===== src/pedal_pulse_odometer_unit_assert.svh =====
// Assertion macros for the pedal pulse odometer.
// Expects signals named clk and rst_n in the scope of each use.
`ifndef PEDAL_PULSE_ODOMETER_UNIT_ASSERT_SVH
`define PEDAL_PULSE_ODOMETER_UNIT_ASSERT_SVH
`ifndef SYNTHESIS
`define PPO_ASSERT(lbl, prop, msg) \
  lbl: assert property (@(posedge clk) disable iff (!rst_n) prop) \
    else $error(msg);
`define PPO_ASSERT_ALWAYS(lbl, prop, msg) \
  lbl: assert property (@(posedge clk) prop) else $error(msg);
`else
`define PPO_ASSERT(lbl, prop, msg)
`define PPO_ASSERT_ALWAYS(lbl, prop, msg)
`endif
`endif


===== src/ppo_pkg.sv =====
// Shared types and constants of the pedal pulse odometer.
// No dependencies.
package ppo_pkg;

  localparam int REV_COUNT_BITS = 24;
  localparam int CFG_W          = 8;
  localparam int TICK_W         = 32;
  localparam int REV_OUT_W      = 24;
  localparam int DIST_W         = 29;
  localparam int SEC_W          = 23;
  localparam int SPEED_W        = 20;
  localparam int CFG_IDX_W      = 2;

  localparam int PROD_W     = REV_COUNT_BITS + CFG_W;
  localparam int SPD_PROD_W = DIST_W + 9;
  localparam int DIV_W      = (PROD_W > SPD_PROD_W) ? PROD_W : SPD_PROD_W;
  localparam int REM_W      = SEC_W + 1;
  localparam int DIV_CNT_W  = $clog2(DIV_W + 1);

  localparam logic [SEC_W-1:0]   DIST_DIV    = SEC_W'(10);
  localparam logic [SEC_W-1:0]   MS_PER_S    = SEC_W'(1000);
  localparam logic [8:0]         SPEED_SCALE = 9'd360;
  localparam logic [DIST_W-1:0]  DIST_MAX    = {DIST_W{1'b1}};
  localparam logic [SPEED_W-1:0] SPEED_MAX   = {SPEED_W{1'b1}};
  localparam logic [REV_COUNT_BITS-1:0] REV_MAX = {REV_COUNT_BITS{1'b1}};

  localparam logic [CFG_W-1:0] RST_THRESHOLD = 8'd10;
  localparam logic [CFG_W-1:0] RST_DPR       = 8'd53;
  localparam logic             RST_IDLE_LVL  = 1'b0;

  localparam logic [CFG_IDX_W-1:0] CFG_IDX_THRESHOLD = 2'd0;
  localparam logic [CFG_IDX_W-1:0] CFG_IDX_DPR       = 2'd1;
  localparam logic [CFG_IDX_W-1:0] CFG_IDX_IDLE_LVL  = 2'd2;

  typedef enum logic [2:0] {
    ST_IDLE,
    ST_DIST_GO,
    ST_DIST_WAIT,
    ST_SEC_WAIT,
    ST_SPD_WAIT,
    ST_DONE
  } ppo_state_t;

  typedef struct packed {
    logic              counted;
    logic [TICK_W-1:0] tick_ms;
  } dbn_status_t;

  typedef struct packed {
    logic             start;
    logic [DIV_W-1:0] dividend;
    logic [SEC_W-1:0] divisor;
  } div_req_t;

  typedef struct packed {
    logic             busy;
    logic             done;
    logic [DIV_W-1:0] quotient;
  } div_rsp_t;

endpackage


===== src/ppo_debounce.sv =====
// Integrating debounce, low-seen tracking and millisecond counter.
// Depends on ppo_pkg.
module ppo_debounce (
  input  logic                        clk,
  input  logic                        rst_n,
  input  logic                        tick,
  input  logic                        level,
  input  logic [ppo_pkg::CFG_W-1:0]   threshold,
  input  logic                        idle_level,
  output ppo_pkg::dbn_status_t        status
);
  import ppo_pkg::*;

  logic [TICK_W-1:0] tick_ms_r, tick_ms_nxt;
  logic [7:0]        integ_r, integ_nxt, integ_step;
  logic              low_seen_r, low_seen_nxt, low_step;
  logic              qualify, counted;

  always_comb begin
    low_step = (level == 1'b0) ? 1'b1 : low_seen_r;
    integ_step = integ_r;
    if (level == idle_level) begin
      if (integ_r != 8'd0) integ_step = integ_r - 8'd1;
    end else if (integ_r != 8'hFF) begin
      integ_step = integ_r + 8'd1;
    end
    qualify      = (integ_step >= threshold);
    counted      = qualify && level && low_step;
    integ_nxt    = qualify ? 8'd0 : integ_step;
    low_seen_nxt = counted ? 1'b0 : low_step;
    tick_ms_nxt  = tick_ms_r + TICK_W'(1);
  end

  always_ff @(posedge clk) begin
    if (!rst_n) begin
      tick_ms_r  <= '0;
      integ_r    <= '0;
      low_seen_r <= 1'b0;
    end else if (tick) begin
      tick_ms_r  <= tick_ms_nxt;
      integ_r    <= integ_nxt;
      low_seen_r <= low_seen_nxt;
    end
  end

  assign status.counted = counted;
  assign status.tick_ms = tick_ms_r;

endmodule


===== src/ppo_divider.sv =====
// Shared restoring divider, one quotient bit per cycle.
// Depends on ppo_pkg.
module ppo_divider (
  input  logic                 clk,
  input  logic                 rst_n,
  input  ppo_pkg::div_req_t    req,
  output ppo_pkg::div_rsp_t    rsp
);
  import ppo_pkg::*;

  logic [DIV_CNT_W-1:0] count_r;
  logic                 done_r;
  logic [DIV_W-1:0]     quo_r, quo_nxt;
  logic [REM_W-1:0]     rem_r, rem_nxt, rem_sh, div_ext;
  logic [SEC_W-1:0]     div_r;
  logic                 ge;

  always_comb begin
    rem_sh  = {rem_r[REM_W-2:0], quo_r[DIV_W-1]};
    div_ext = {1'b0, div_r};
    ge      = (rem_sh >= div_ext);
    rem_nxt = ge ? (rem_sh - div_ext) : rem_sh;
    quo_nxt = {quo_r[DIV_W-2:0], ge};
  end

  always_ff @(posedge clk) begin
    if (!rst_n) begin
      count_r <= '0;
      done_r  <= 1'b0;
    end else begin
      done_r <= 1'b0;
      if (req.start) begin
        count_r <= DIV_CNT_W'(DIV_W);
      end else if (count_r != '0) begin
        count_r <= count_r - DIV_CNT_W'(1);
        done_r  <= (count_r == DIV_CNT_W'(1));
      end
    end
  end

  // Operand and partial remainder; shift the quotient in behind the dividend.
  always_ff @(posedge clk) begin
    if (req.start) begin
      quo_r <= req.dividend;
      rem_r <= '0;
      div_r <= req.divisor;
    end else if (count_r != '0) begin
      quo_r <= quo_nxt;
      rem_r <= rem_nxt;
    end
  end

  assign rsp.busy     = (count_r != '0);
  assign rsp.done     = done_r;
  assign rsp.quotient = quo_r;

endmodule


===== src/pedal_pulse_odometer_unit.sv =====
// Top level of the pedal pulse odometer: handshakes, configuration, sequencer.
// Depends on ppo_pkg, ppo_debounce, ppo_divider and the assertion header.
//
//   channel | direction | handshake             | payload
//   --------+-----------+-----------------------+-------------------------------
//   in_     | input     | in_valid / in_stall   | in_pin_level
//   out_    | output    | out_valid / out_stall | pulse flag, count, distance,
//           |           |                       | seconds, speed and flags
//   cfg_    | input     | cfg_valid / cfg_ready | cfg_index, cfg_wdata
//
// A tick without a counted revolution goes from its input beat straight to DONE
// and its result beat. A counted tick makes up to three 38-step passes through
// the one shared restoring divider (distance / 10, ms / 1000, speed); the speed
// pass is skipped while the elapsed seconds are still zero.
// in_stall is high from an accepted beat until its result sits in the output
// register; the next beat is taken while that result still waits on out_stall.
// Reset (rst_n low at a clock edge) clears all counters and held values and sets
// the configuration registers to their defaults; the output payload registers are not reset; cfg_ready is always high.
`include "pedal_pulse_odometer_unit_assert.svh"
module pedal_pulse_odometer_unit (
  input  logic                              clk,
  input  logic                              rst_n,
  input  logic                              in_valid,
  output logic                              in_stall,
  input  logic                              in_pin_level,
  output logic                              out_valid,
  input  logic                              out_stall,
  output logic                              out_pulse_counted,
  output logic [ppo_pkg::REV_OUT_W-1:0]     out_revolutions,
  output logic [ppo_pkg::DIST_W-1:0]        out_distance_m,
  output logic [ppo_pkg::SEC_W-1:0]         out_elapsed_s,
  output logic [ppo_pkg::SPEED_W-1:0]       out_avg_speed_centi_kmh,
  output logic                              out_speed_invalid,
  output logic                              out_speed_saturated,
  input  logic                              cfg_valid,
  output logic                              cfg_ready,
  input  logic [ppo_pkg::CFG_IDX_W-1:0]     cfg_index,
  input  logic [ppo_pkg::CFG_W-1:0]         cfg_wdata
);
  import ppo_pkg::*;

  // Configuration registers
  logic [CFG_W-1:0] threshold_r;
  logic [CFG_W-1:0] dpr_r;
  logic             idle_lvl_r;

  // Sequencer and held results of the last count
  ppo_state_t                state_r, state_nxt;
  logic                      counted_r;
  logic [REV_COUNT_BITS-1:0] rev_count_r;
  logic [DIST_W-1:0]         distance_r;
  logic [SEC_W-1:0]          seconds_r;
  logic [SPEED_W-1:0]        speed_r;
  logic                      invalid_r;
  logic                      saturated_r;
  logic                      out_valid_r;

  logic                      in_accept;
  logic                      out_free;
  dbn_status_t               dbn_status;
  div_req_t                  div_req;
  div_rsp_t                  div_rsp;
  logic [PROD_W-1:0]         dist_prod;
  logic [SPD_PROD_W-1:0]     speed_prod;
  logic                      sec_zero;

  assign cfg_ready = 1'b1;
  assign in_stall  = (state_r != ST_IDLE);
  assign in_accept = in_valid && !in_stall;
  assign out_free  = !out_valid_r || !out_stall;
  assign out_valid = out_valid_r;

  always_ff @(posedge clk) begin
    if (!rst_n) begin
      threshold_r <= RST_THRESHOLD;
      dpr_r       <= RST_DPR;
      idle_lvl_r  <= RST_IDLE_LVL;
    end else if (cfg_valid && cfg_ready) begin
      case (cfg_index)
        CFG_IDX_THRESHOLD: threshold_r <= cfg_wdata;
        CFG_IDX_DPR:       dpr_r       <= cfg_wdata;
        CFG_IDX_IDLE_LVL:  idle_lvl_r  <= cfg_wdata[0];
        default:           ; // drop writes past the register list
      endcase
    end
  end

  ppo_debounce u_debounce (
    .clk        (clk),
    .rst_n      (rst_n),
    .tick       (in_accept),
    .level      (in_pin_level),
    .threshold  (threshold_r),
    .idle_level (idle_lvl_r),
    .status     (dbn_status)
  );

  ppo_divider u_divider (
    .clk   (clk),
    .rst_n (rst_n),
    .req   (div_req),
    .rsp   (div_rsp)
  );

  // Operand products feed the divider's dividend register directly.
  assign dist_prod  = PROD_W'(rev_count_r) * PROD_W'(dpr_r);
  assign speed_prod = SPD_PROD_W'(distance_r) * SPD_PROD_W'(SPEED_SCALE);
  assign sec_zero   = (div_rsp.quotient == '0);

  // Next state and divider requests
  always_comb begin
    state_nxt        = state_r;
    div_req.start    = 1'b0;
    div_req.dividend = DIV_W'(dist_prod);
    div_req.divisor  = DIST_DIV;
    case (state_r)
      ST_IDLE: begin
        if (in_accept) state_nxt = dbn_status.counted ? ST_DIST_GO : ST_DONE;
      end
      ST_DIST_GO: begin
        div_req.start = 1'b1;
        state_nxt     = ST_DIST_WAIT;
      end
      ST_DIST_WAIT: begin
        if (div_rsp.done) begin
          // Start ms / 1000 as soon as the distance is out.
          div_req.start    = 1'b1;
          div_req.dividend = DIV_W'(dbn_status.tick_ms);
          div_req.divisor  = MS_PER_S;
          state_nxt        = ST_SEC_WAIT;
        end
      end
      ST_SEC_WAIT: begin
        if (div_rsp.done) begin
          if (sec_zero) begin
            state_nxt = ST_DONE;
          end else begin
            div_req.start    = 1'b1;
            div_req.dividend = DIV_W'(speed_prod);
            div_req.divisor  = div_rsp.quotient[SEC_W-1:0];
            state_nxt        = ST_SPD_WAIT;
          end
        end
      end
      ST_SPD_WAIT: begin
        if (div_rsp.done) state_nxt = ST_DONE;
      end
      ST_DONE: begin
        if (out_free) state_nxt = ST_IDLE;
      end
      default: state_nxt = ST_IDLE;
    endcase
  end

  always_ff @(posedge clk) begin
    if (!rst_n) state_r <= ST_IDLE;
    else        state_r <= state_nxt;
  end

  // Revolution count and values held from the last count
  always_ff @(posedge clk) begin
    if (!rst_n) begin
      counted_r   <= 1'b0;
      rev_count_r <= '0;
      distance_r  <= '0;
      seconds_r   <= '0;
      speed_r     <= '0;
      invalid_r   <= 1'b0;
      saturated_r <= 1'b0;
    end else begin
      case (state_r)
        ST_IDLE: begin
          if (in_accept) begin
            counted_r <= dbn_status.counted;
            // Saturate the count; a qualified pulse still recomputes.
            if (dbn_status.counted && rev_count_r != REV_MAX)
              rev_count_r <= rev_count_r + REV_COUNT_BITS'(1);
          end
        end
        ST_DIST_WAIT: begin
          if (div_rsp.done) begin
            if (div_rsp.quotient > DIV_W'(DIST_MAX)) distance_r <= DIST_MAX;
            else distance_r <= div_rsp.quotient[DIST_W-1:0];
          end
        end
        ST_SEC_WAIT: begin
          if (div_rsp.done) begin
            seconds_r <= div_rsp.quotient[SEC_W-1:0];
            if (sec_zero) begin
              speed_r     <= '0;
              invalid_r   <= 1'b1;
              saturated_r <= 1'b0;
            end
          end
        end
        ST_SPD_WAIT: begin
          if (div_rsp.done) begin
            invalid_r <= 1'b0;
            if (div_rsp.quotient > DIV_W'(SPEED_MAX)) begin
              speed_r     <= SPEED_MAX;
              saturated_r <= 1'b1;
            end else begin
              speed_r     <= div_rsp.quotient[SPEED_W-1:0];
              saturated_r <= 1'b0;
            end
          end
        end
        default: ;
      endcase
    end
  end

  // Output register: load in DONE once the previous beat has left.
  always_ff @(posedge clk) begin
    if (!rst_n) begin
      out_valid_r <= 1'b0;
    end else if (state_r == ST_DONE && out_free) begin
      out_valid_r <= 1'b1;
    end else if (!out_stall) begin
      out_valid_r <= 1'b0;
    end
  end

  always_ff @(posedge clk) begin
    if (state_r == ST_DONE && out_free) begin
      out_pulse_counted       <= counted_r;
      out_revolutions         <= REV_OUT_W'(rev_count_r);
      out_distance_m          <= distance_r;
      out_elapsed_s           <= seconds_r;
      out_avg_speed_centi_kmh <= speed_r;
      out_speed_invalid       <= invalid_r;
      out_speed_saturated     <= saturated_r;
    end
  end

  `PPO_ASSERT_ALWAYS(a_reset_clears_out, !rst_n |=> !out_valid_r, "out_valid after reset")
  `PPO_ASSERT(a_skip_to_done, (in_accept && !dbn_status.counted) |=> state_r == ST_DONE, "no-count beat did not skip the divider")
  `PPO_ASSERT(a_out_from_done, $rose(out_valid_r) |-> $past(state_r) == ST_DONE, "result loaded outside DONE")
  `PPO_ASSERT(a_div_start_idle, div_req.start |-> !div_rsp.busy, "divider restarted while busy")
  `PPO_ASSERT(a_flags_exclusive, out_valid_r |-> !(out_speed_invalid && out_speed_saturated), "both speed flags set")

endmodule

===== config.mk =====
export PLATFORM = sky130hd
export DESIGN_NAME = pedal_pulse_odometer_unit
export DESIGN_NICKNAME = d
export VERILOG_FILES = /design/src/ppo_pkg.sv /design/src/ppo_debounce.sv /design/src/ppo_divider.sv /design/src/pedal_pulse_odometer_unit.sv
export VERILOG_INCLUDE_DIRS = /design/src /design/src/src
export SDC_FILE = /design/constraint.sdc
export NUM_CORES = 1
export LEC_CHECK = 0
export BUFFER_PORTS_ARGS = -buffer_cell sky130_fd_sc_hd__buf_2
export CAP_MARGIN = 20
export CELL_PAD_IN_SITES_DETAIL_PLACEMENT = 1
export CELL_PAD_IN_SITES_GLOBAL_PLACEMENT = 2
export CORE_UTILIZATION = 43
export CTS_CLUSTER_DIAMETER = 80
export DETAILED_ROUTE_END_ITERATION = 8
export GPL_ROUTABILITY_DRIVEN = 0
export HOLD_SLACK_MARGIN = 0.1
export PLACE_DENSITY_LB_ADDON = 0.1
export REMOVE_ABC_BUFFERS = 1
export SYNTH_ARGS = -nofsm -noshare
export SYNTH_HDL_FRONTEND = slang
export SYNTH_SLANG_ARGS = --single-unit

===== constraint.sdc =====
create_clock -name clk -period 17.3 [get_ports clk]
set_clock_uncertainty 0.2 [all_clocks]
set_input_delay 0 -clock clk [delete_from_list [all_inputs] [get_ports clk]]
set_output_delay 0 -clock clk [all_outputs]
set_load 0.02 [all_outputs]

==> results.json, run 1 <==
{
  "status": "finished clean",
  "routed_wl_um": 73000,
  "synth_area_um2": 24900,
  "crit_type": "reg -> reg",
  "grt_pass1_wl_um": 117000,
  "areaGrowthSynthToFinish_pct": 12.2,
  "drive_above_1_share_pct": 9.26,
  "synth_edf_count": 160,
  "holdCritPathClass": "in -> reg",
  "routed-wl-met3_um": 2390,
  "p_leak_nw": 12.6,
  "worstPathArrival_ps": 6350,
  "post-route-drc-count": 0,
  "dieArea_um2": 58900,
  "timing.max_cap.violations": 0,
  "hold_viol_final": 0,
  "postLayoutCoreUtil_pct": 49.2,
  "wl_met1_um": 31900,
  "hold_buffers": 35,
  "n_antenna_cell": 0,
  "row_count": 87,
  "antenna_found_initial": 1,
  "cts_tree": "built",
  "wl_met2_um": 36100,
  "synth_top_area_share_pct": 19.3,
  "reg2reg_depth": 18,
  "ys_seq_area_share_pct": 34.6,
  "grt_pass1_vias": 21000,
  "drt_iter0_drc": 794,
  "drt-pass1-iter-count": 7,
  "synth_warnings": 0,
  "endpoint_kind": "flip-flop",
  "finalCritPeriodShare_pct": 36.0,
  "r2r_slack_ps": 11070,
  "routedWlPerCell_um": 20.5,
  "antenna_left": 0,
  "grt_max_degree": 80,
  "r2r-end": "u_divider.quo_r[30]",
  "min_period_ps": 6230,
  "hold_depth": 5,
  "routed.top_layer": "met4",
  "drv_slew": 0,
  "path_max_fanout": 25,
  "yosysTopAreaCell": "edfxtp_1",
  "synth_seq_cells": 351,
  "clkSlewWorstSetupHoldPaths_ps": 60,
  "cts_setup_buffers": 0,
  "h-tree-depth": 2,
  "slew_headroom_pct": 27.5,
  "rsz0062_at_grt": "false",
  "setup_tns_ps": 0,
  "yosys-top-cells-area": "edfxtp_1 (19%), dfxtp_1 (15%), fa_1 (15%), ha_1 (7.9%), inv_1 (5.1%)",
  "synth_cell_types": 90,
  "synth_common_cells": "inv_1 (339), nand2_1 (246), nor2_1 (196)",
  "insertion_delay_ps": 600,
  "nNetsFinal": 3131,
  "core_area_um2": 56800,
  "max_freq_ghz": 0.161,
  "io_buffer_count": 116,
  "cts.repair.resized": 0,
  "cp-startpoint": "dpr_r[7]",
  "dpl.cell_count": 3448,
  "place_ws_ps": 11010,
  "peakVddDrop_mv": 0.124,
  "worst_slack_ps": 11070,
  "ys_async_sr_fraction_pct": 0,
  "r2r-start": "dpr_r[7]",
  "post-dp-hpwl_um": 54400,
  "avgSynthCellArea_um2": 9.30,
  "drt-vias-per-instance": 5.41,
  "cts.sinks": 351,
  "tightest_slew_ps": 1090,
  "initial_core_util_pct": 43.9,
  "synth_ff_type": "dfxtp_1",
  "routed-via-count": 19300,
  "slowest_stage": "dfxtp_1",
  "chipHeight_um": 243,
  "max_stage_delay_ps": 830,
  "cts_buffers": 44,
  "p_per_area_nw_per_um2": 118,
  "total_power_mw": 3.30,
  "setup_viol": 0,
  "cts_max_path_buffers": 3,
  "track_usage_pct": 25.2,
  "crit_chain": "nand2_1 -> fa_1 -> fa_1 -> inv_1 -> fa_1 -> inv_1 -> fa_1 -> inv_1 -> ha_1 -> o211ai_1 -> o21a_1 -> o211a_1 -> o311ai_1 -> nand2_1 -> o41ai_2 -> xor2_1 -> a221oi_1 -> a21oi_1",
  "final_cells": 3564,
  "synth_most_common_cell": "inv_1",
  "synthCells": 2679,
  "start_kind": "flip-flop",
  "critPathMostFrequentCell": "fa_1",
  "crit_required_ps": 17430,
  "crit_end": "u_divider.quo_r[30]",
  "die_width_um": 243,
  "gr-total-overflow": 0,
  "ios": 118,
  "ctsRootBufferMaster": "clkbuf_16"
}
## worst min-delay path by stage
stage,from,to,slack [ps]
floorplan,rst_n,dpr_r[0],-140
global placement,cfg_wdata[1],threshold_r[1],70
detailed placement,cfg_wdata[1],threshold_r[1],70
CTS,cfg_valid,idle_lvl_r,130
global route,in_pin_level,state_r[2],200
finish,cfg_index[0],idle_lvl_r,160
## flip-flops by register name, indices dropped and copies added (netlist names), 6 cells and up
signal                   count
u_divider.div_r             23
u_debounce.tick_ms_r        32
out_revolutions             24
dpr_r                        8
u_divider.quo_r             38
u_divider.count_r            6
out_avg_speed_centi_kmh     20
u_divider.rem_r             23
out_elapsed_s               23
distance_r                  29
threshold_r                  8
rev_count_r                 24
out_distance_m              29
seconds_r                   23
speed_r                     20
u_debounce.integ_r           8
## power breakdown
| part | internal (mW) | total, mW | leakage [nW] | switching, mW |
|---|---|---|---|---|
| Combinational | 0.414 | 1.14 | 8.78 | 0.728 |
| Sequential | 1.05 | 1.21 | 3.09 | 0.155 |
| Clock | 0.564 | 0.946 | 0.730 | 0.382 |
| Total | 2.03 | 3.30 | 12.6 | 1.27 |
## cells in the final DEF (no fill, tap or decap), types with 16 or more instances in the layout
master	count
inv_1	338
or3_1	24
nor2_1	196
fa_1	185
ha_1	157
mux2i_1	25
nand2b_1	16
xor2_1	58
a211oi_1	28
nor3_1	31
o21ai_0	112
dfxtp_1	191
and3_1	17
nand2_1	246
buf_4	24
edfxtp_1	160
nand3_1	63
nand4_1	25
and2_1	154
a21oi_1	185
a221oi_1	35
a21o_1	32
clkbuf_16	46
dlygate4sd3_1	35
xnor2_1	49
buf_2	116
## cell type report
| type | instances | area [µm²] |
|---|---|---|
| inverters | 340 | 1280 |
| multi-input cells | 1861 | 14500 |
| fillers | 6546 | 28900 |
| flip-flops and latches | 351 | 8630 |
| clock inverters | 17 | 229 |
| repair buffers | 175 | 1110 |
| clock buffers | 64 | 1280 |
| well taps | 756 | 946 |
## per-layer routing
| layer | track usage, % | vias to the layer above |
|---|---|---|
| met5 | 0 | - |
| met1 | 31.7 | 9618 |
| met4 | 9.66 | 0 |
| met2 | 44.2 | 302 |
| met3 | 2.80 | 125 |
| li1 | - | 9232 |
## per-stage QoR
step | hold slack [ps] | area, µm²
floorplan | -138 | 24400
global placement | 67.1 | 26100
detailed placement | 74.0 | 26100
CTS | 133 | 28000
global route | 197 | 28000
finish | 163 | 28000
## cells by family (layout without fill, tap and decap cells)
family | Yosys count | count (layout) | synth area share [%]
multiplexers | 29 | 29 | 1.18
other | 1 | 1 | 0.0150
buffers and inverters | 467 | 596 | 7.28
AND/OR/NAND/NOR | 839 | 839 | 16.5
adder cells (fa/ha/maj) | 342 | 342 | 22.7
XOR/XNOR | 107 | 107 | 3.76
AO/OA/AOI/OAI | 543 | 543 | 13.9
flip-flops | 351 | 351 | 34.6
## critical path, delay by kind of cell (launching register included)
kind	cells	cell delay [ps]
simple gates	2	360
xor+xnor	1	120
buf+inv	3	160
flops	1	830
fa+ha+maj	5	2570
compound gates	7	1700
(Power assumes the default switching activity.)
==> run 2, diff against run 1 <==
--- a/config.mk
+++ b/config.mk
@@ -10,7 +10,7 @@
 export CAP_MARGIN = 20
 export CELL_PAD_IN_SITES_DETAIL_PLACEMENT = 1
 export CELL_PAD_IN_SITES_GLOBAL_PLACEMENT = 2
-export CORE_UTILIZATION = 43
+export CORE_UTILIZATION = 40
 export CTS_CLUSTER_DIAMETER = 80
 export DETAILED_ROUTE_END_ITERATION = 8
 export GPL_ROUTABILITY_DRIVEN = 0
==> constraint.sdc (replaced) <==
create_clock -name clk -period 6.5 [get_ports clk]
set_clock_uncertainty 0.2 [all_clocks]
set_input_delay 0 -clock clk [delete_from_list [all_inputs] [get_ports clk]]
set_output_delay 0 -clock clk [all_outputs]
set_load 0.02 [all_outputs]
==> run 2 against run 1 <==
  * Count of clock-buffer cells in the layout decreased by 3
  * Combinational power increased to 2.7 times the previous value
  * Sequential power increased to 2.6 times the previous value
  * Critical endpoint unchanged
  * Highest routed layer unchanged
==> results.json, run 2 (synthesis results as in run 1) <==
{
  "setup_tns_ps": 0,
  "antenna_found_initial": 0,
  "routedWlPerCell_um": 20.2,
  "drt-vias-per-instance": 5.29,
  "cpLargestDelayFamily": "adder cells",
  "hold_viol_final": 0,
  "layout_commonest_cell": "inv_1",
  "final_cell_mix": "inv_1 (338), nand2_1 (245), nor2_1 (196)",
  "setup_viol": 0,
  "insertion_delay_ps": 570,
  "multiInputGateArea_um2": 14500,
  "power_frac_comb_pct": 35.4,
  "io_buffer_count": 116,
  "routed_wl_um": 73600,
  "initial_core_util_pct": 40.5,
  "sw_frac_of_total_pct": 38.7,
  "worstPathArrival_ps": 6120,
  "drv_slew": 0,
  "worst_slack_ps": 490,
  "cts_tree": "built",
  "crit_chain": "nand2_1 -> fa_1 -> fa_1 -> inv_1 -> fa_1 -> inv_1 -> fa_1 -> inv_1 -> ha_1 -> o211ai_1 -> o21a_1 -> o211a_1 -> o311ai_1 -> nand2_1 -> o41ai_2 -> xor2_1 -> a221oi_1 -> a21oi_1",
  "critPathMostFrequentCell": "fa_1",
  "p_per_area_nw_per_um2": 309,
  "regMostFlops": "u_divider.quo_r",
  "status": "finished clean",
  "antenna_left": 0,
  "n_antenna_cell": 0,
  "intPower_mw": 5.30,
  "crit_end": "u_divider.quo_r[30]",
  "drt-pass1-iter-count": 4,
  "finalCritPeriodShare_pct": 92.5,
  "r2r_slack_ps": 490,
  "start_kind": "flip-flop",
  "row_count": 91,
  "routed-via-count": 19300,
  "h-tree-depth": 2,
  "endpoint_kind": "flip-flop",
  "p_leak_nw": 12.6,
  "die_width_um": 252,
  "switchingPower_mw": 3.35,
  "dieArea_um2": 63300,
  "top_regs": "u_divider.quo_r x38, u_debounce.tick_ms_r x32",
  "drt_iter0_drc": 751,
  "min_period_ps": 6010,
  "cts_max_path_buffers": 3,
  "drive_above_1_share_pct": 9.43,
  "core_area_um2": 61600,
  "tightest_slew_ps": 1130,
  "post-route-drc-count": 0,
  "cts_setup_buffers": 0,
  "place_ws_ps": 459,
  "hold_ws_ps": 123,
  "ios": 118,
  "max_stage_delay_ps": 810,
  "r2r-end": "u_divider.quo_r[30]",
  "path_max_fanout": 25,
  "gr-total-overflow": 0,
  "post-dp-hpwl_um": 55500,
  "crit_required_ps": 6610,
  "slowest_stage": "dfxtp_1",
  "rsz0062_at_grt": "false",
  "ctsRootBufferMaster": "clkbuf_16",
  "holdCritPathClass": "in -> reg",
  "register_area_um2": 8630,
  "cp_num_cells": 18,
  "track_usage_pct": 23.6,
  "power.share.clock_pct": 27.6,
  "max_freq_ghz": 0.166,
  "n_fill_cell": 7061,
  "grt_max_degree": 79,
  "clkSlewWorstSetupHoldPaths_ps": 60,
  "reg2reg_depth": 18,
  "cts_buffers": 43,
  "largest_reg_flops": 38,
  "cp-startpoint": "dpr_r[2]",
  "slew_headroom_pct": 24.8,
  "crit_buf_inv": 3,
  "timing.max_cap.violations": 0,
  "crit_type": "reg -> reg",
  "seqPwrFrac_pct": 37.0,
  "r2r-start": "dpr_r[2]",
  "peakVddDrop_mv": 0.218,
  "areaGrowthSynthToFinish_pct": 12.3,
  "grt_pass1_vias": 21100,
  "nNetsFinal": 3135,
  "grt_pass1_wl_um": 118000,
  "total_power_mw": 8.65,
  "chipHeight_um": 252,
  "cts.sinks": 351
}
==> run 2: cell count changes in the layout (fill, tap and decap cells not counted), moves of 2 or more <==
cell / delta
clkinv_1: +3
clkbuf_16: -2
buf_4: +9
clkinv_16: -2
clkbuf_8: -2
dlygate4sd3_1: -4
==> run 2: area by class of cell <==
type                    instances  share of cell area [%]
repair buffers                180                    4.07
well taps                     837                    3.74
clock buffers                  61                    4.31
clock inverters                18                   0.648
flip-flops and latches        351                    30.8
multi-input cells            1861                    51.8
inverters                     340                    4.57
==> run 2: stage by stage <==
step                      util, %  instances  area (µm²)
after global placement       42.7       3538       26300
after CTS                    45.4       3648       28000
after floorplan                 -       2552       24400
after global routing         45.4       3648       28000
after detailed placement     42.7       3538       26300
final                        45.4       3648       28000
==> run 2: worst min path at each step <==
stage	from	to	slack, ps	depth (start not counted)
6_report	cfg_wdata[3]	dpr_r[3]	120	4
2_1_floorplan	rst_n	dpr_r[0]	-140	1
3_5_place_dp	cfg_wdata[4]	dpr_r[4]	70	3
4_1_cts	cfg_wdata[3]	dpr_r[3]	100	4
3_3_place_gp	cfg_wdata[4]	dpr_r[4]	70	3
5_1_grt	cfg_wdata[3]	dpr_r[3]	150	4
==> run 2: worst reg2reg max path, stage by stage, from the launching register on <==
cell      delay (ps)
dfxtp_1          810
nand2_1          150
fa_1             480
fa_1             490
inv_1             60
fa_1             540
inv_1             60
fa_1             530
inv_1             40
ha_1             400
o211ai_1         140
o21a_1           240
o211a_1          250
o311ai_1         400
nand2_1          180
o41ai_2          280
xor2_1           110
a221oi_1         280
a21oi_1          100
==> run 2: routing by layer <==
| layer | up-vias | share of wire, % | global-route usage (%) |
|---|---|---|---|
| met3 | 93 | 2.2 | 2.31 |
| met5 | - | 0 | 0 |
| met4 | 0 | 2.3 | 6.53 |
| met1 | 9700 | 45 | 29.6 |
| met2 | 254 | 51 | 42.9 |
| li1 | 9246 | - | - |
==> run 2: timing repair <==
item,4_1_cts,5_1_grt
hold endpoints to repair,167,0
resized for setup,0,0
hold buffers,31,0
==> run 2: power groups by stage <==
stage	registers [mW]	logic (mW)	clock network, mW
floorplan	3.14	2.07	0
finish	3.20	3.06	2.39
global route	3.25	3.40	2.53
global placement	3.24	2.98	0
CTS	3.20	3.09	2.46
detailed placement	3.25	3.06	0
==> run 3, diff against run 2 <==
--- a/config.mk
+++ b/config.mk
@@ -10,6 +10,7 @@
 export CAP_MARGIN = 20
 export CELL_PAD_IN_SITES_DETAIL_PLACEMENT = 1
 export CELL_PAD_IN_SITES_GLOBAL_PLACEMENT = 2
+export CORE_MARGIN = 1.5
 export CORE_UTILIZATION = 40
 export CTS_CLUSTER_DIAMETER = 80
 export DETAILED_ROUTE_END_ITERATION = 8
==> run 3 against run 2 <==
  * Maximum frequency grew 1.4%
  * First-iteration DRC count decreased by 8.7%
  * Final cell count about the same
  * Sequential share of layout area is 0.24 points lower
  * Critical endpoint unchanged
==> results.json, run 3 (synthesis results as in run 1) <==
{
  "rsz0062_at_grt": "false",
  "grt_pass1_vias": 20900,
  "critPathMostFrequentCell": "fa_1",
  "slew_headroom_pct": 21.7,
  "cts_tree": "built",
  "nNetsFinal": 3138,
  "post-route-drc-count": 0,
  "min_period_ps": 5930,
  "n_antenna_cell": 0,
  "drive_above_1_share_pct": 9.77,
  "initial_core_util_pct": 40.5,
  "max_stage_delay_ps": 670,
  "cts.sinks": 351,
  "finalCritPeriodShare_pct": 91.2,
  "crit_required_ps": 6640,
  "gr-total-overflow": 0,
  "antenna_left": 0,
  "top_regs": "u_divider.quo_r x38, u_debounce.tick_ms_r x32",
  "track_usage_pct": 23.6,
  "path_max_fanout": 19,
  "die_width_um": 253,
  "start_kind": "flip-flop",
  "routed_wl_um": 73900,
  "n_fill_cell": 7050,
  "crit_buf_inv": 3,
  "peakVddDrop_mv": 0.256,
  "dieArea_um2": 63800,
  "r2r_slack_ps": 570,
  "max_freq_ghz": 0.169,
  "slowest_stage": "dfxtp_1",
  "chipHeight_um": 253,
  "drv_slew": 0,
  "routedWlPerCell_um": 20.2,
  "crit_type": "reg -> reg",
  "h-tree-depth": 2,
  "cpLargestDelayFamily": "adder cells",
  "ctsRootBufferMaster": "clkbuf_16",
  "reg2reg_depth": 18,
  "antenna_found_initial": 0,
  "routed-via-count": 19300,
  "drt_iter0_drc": 686,
  "hold_start": "cfg_wdata[7]",
  "hold_depth": 4,
  "r2r-start": "dpr_r[5]",
  "r2r-end": "u_divider.quo_r[30]",
  "dpl.cell_count": 3538,
  "total_power_mw": 8.93,
  "insertion_delay_ps": 590,
  "core_area_um2": 61600,
  "cts_buffers": 42,
  "cts_setup_buffers": 0,
  "timing.max_cap.violations": 0,
  "io_buffer_count": 116,
  "hold_ws_ps": 121,
  "ios": 118,
  "cts_max_path_buffers": 3,
  "postLayoutCoreUtil_pct": 45.8,
  "worstPathArrival_ps": 6070,
  "cp-startpoint": "dpr_r[5]",
  "post-dp-hpwl_um": 55100,
  "tightest_slew_ps": 1180,
  "regMostFlops": "u_divider.quo_r",
  "hold_viol_final": 0,
  "p_per_area_nw_per_um2": 317,
  "row_count": 91,
  "drt-vias-per-instance": 5.29,
  "holdCritPathClass": "in -> reg",
  "grt_max_degree": 80,
  "largest_reg_flops": 38,
  "areaGrowthSynthToFinish_pct": 13.2,
  "cp_num_cells": 18,
  "hold_end": "dpr_r[7]",
  "setup_viol": 0,
  "status": "finished clean",
  "setup_tns_ps": 0,
  "p_leak_nw": 12.7,
  "final_cell_mix": "inv_1 (338), nand2_1 (244), nor2_1 (196)",
  "drt-pass1-iter-count": 5,
  "clkSlewWorstSetupHoldPaths_ps": 60,
  "crit_chain": "nand2_1 -> fa_1 -> fa_1 -> inv_1 -> fa_1 -> inv_1 -> fa_1 -> inv_1 -> ha_1 -> o211ai_1 -> o21a_1 -> o211a_1 -> o311ai_1 -> nand2_1 -> o41ai_2 -> xor2_1 -> a221oi_1 -> a21oi_1",
  "final_cells": 3651,
  "grt_pass1_wl_um": 118000,
  "endpoint_kind": "flip-flop",
  "layout_commonest_cell": "inv_1"
}
==> run 3: area by class of cell <==
class	instances	area, µm²	share of cell area, %
clock inverters	29	467	1.65
well taps	837	1050	3.71
repair buffers	184	1180	4.18
flip-flops and latches	351	8630	30.6
clock buffers	49	1100	3.89
multi-input cells	1861	14500	51.4
inverters	340	1280	4.53
==> run 3: per-stage QoR <==
step / worst slack [ps] / area (µm²)
global route: 180 / 28200
global placement: 654 / 26300
detailed placement: 530 / 26300
finish: 572 / 28200
floorplan: 227 / 24400
CTS: 517 / 28200
==> run 3: worst max path at each step <==
stage / to / slack (ps)
after CTS: u_divider.quo_r[30] / 520
after global routing: u_divider.quo_r[30] / 180
after floorplan: out_avg_speed_centi_kmh[0] / 230
after global placement: u_divider.quo_r[30] / 650
after detailed placement: u_divider.quo_r[30] / 530
final: u_divider.quo_r[30] / 570
==> run 3: report_power, final <==
| part | internal, mW | switching, mW |
|---|---|---|
| registers | 2.80 | 0.403 |
| logic | 1.09 | 1.97 |
| clock network | 1.60 | 1.07 |
| total | 5.49 | 3.43 |
==> run 3: worst register-to-register path: stages, from the launching register on <==
cell and delay [ps]:
dfxtp_1 670, nand2_1 180, fa_1 490, fa_1 550, inv_1 60, fa_1 530, inv_1 50, fa_1 530
inv_1 40, ha_1 400, o211ai_1 150, o21a_1 240, o211a_1 260, o311ai_1 380, nand2_1 180, o41ai_2 260
xor2_1 120, a221oi_1 280, a21oi_1 100
==> run 3: layer usage <==
metal / track usage (%) / vias up / part of all wire, %
li1: - / 9241 / -
met1: 30.2 / 9721 / 45
met2: 42.6 / 237 / 50
met3: 2.18 / 98 / 2.3
met4: 6.23 / 0 / 2.3
met5: 0 / - / 0
==> run 3: timing repair <==
action	CTS	global route
endpoints found under the hold margin	167	0
hold buffers	35	0
gates resized for setup	0	0
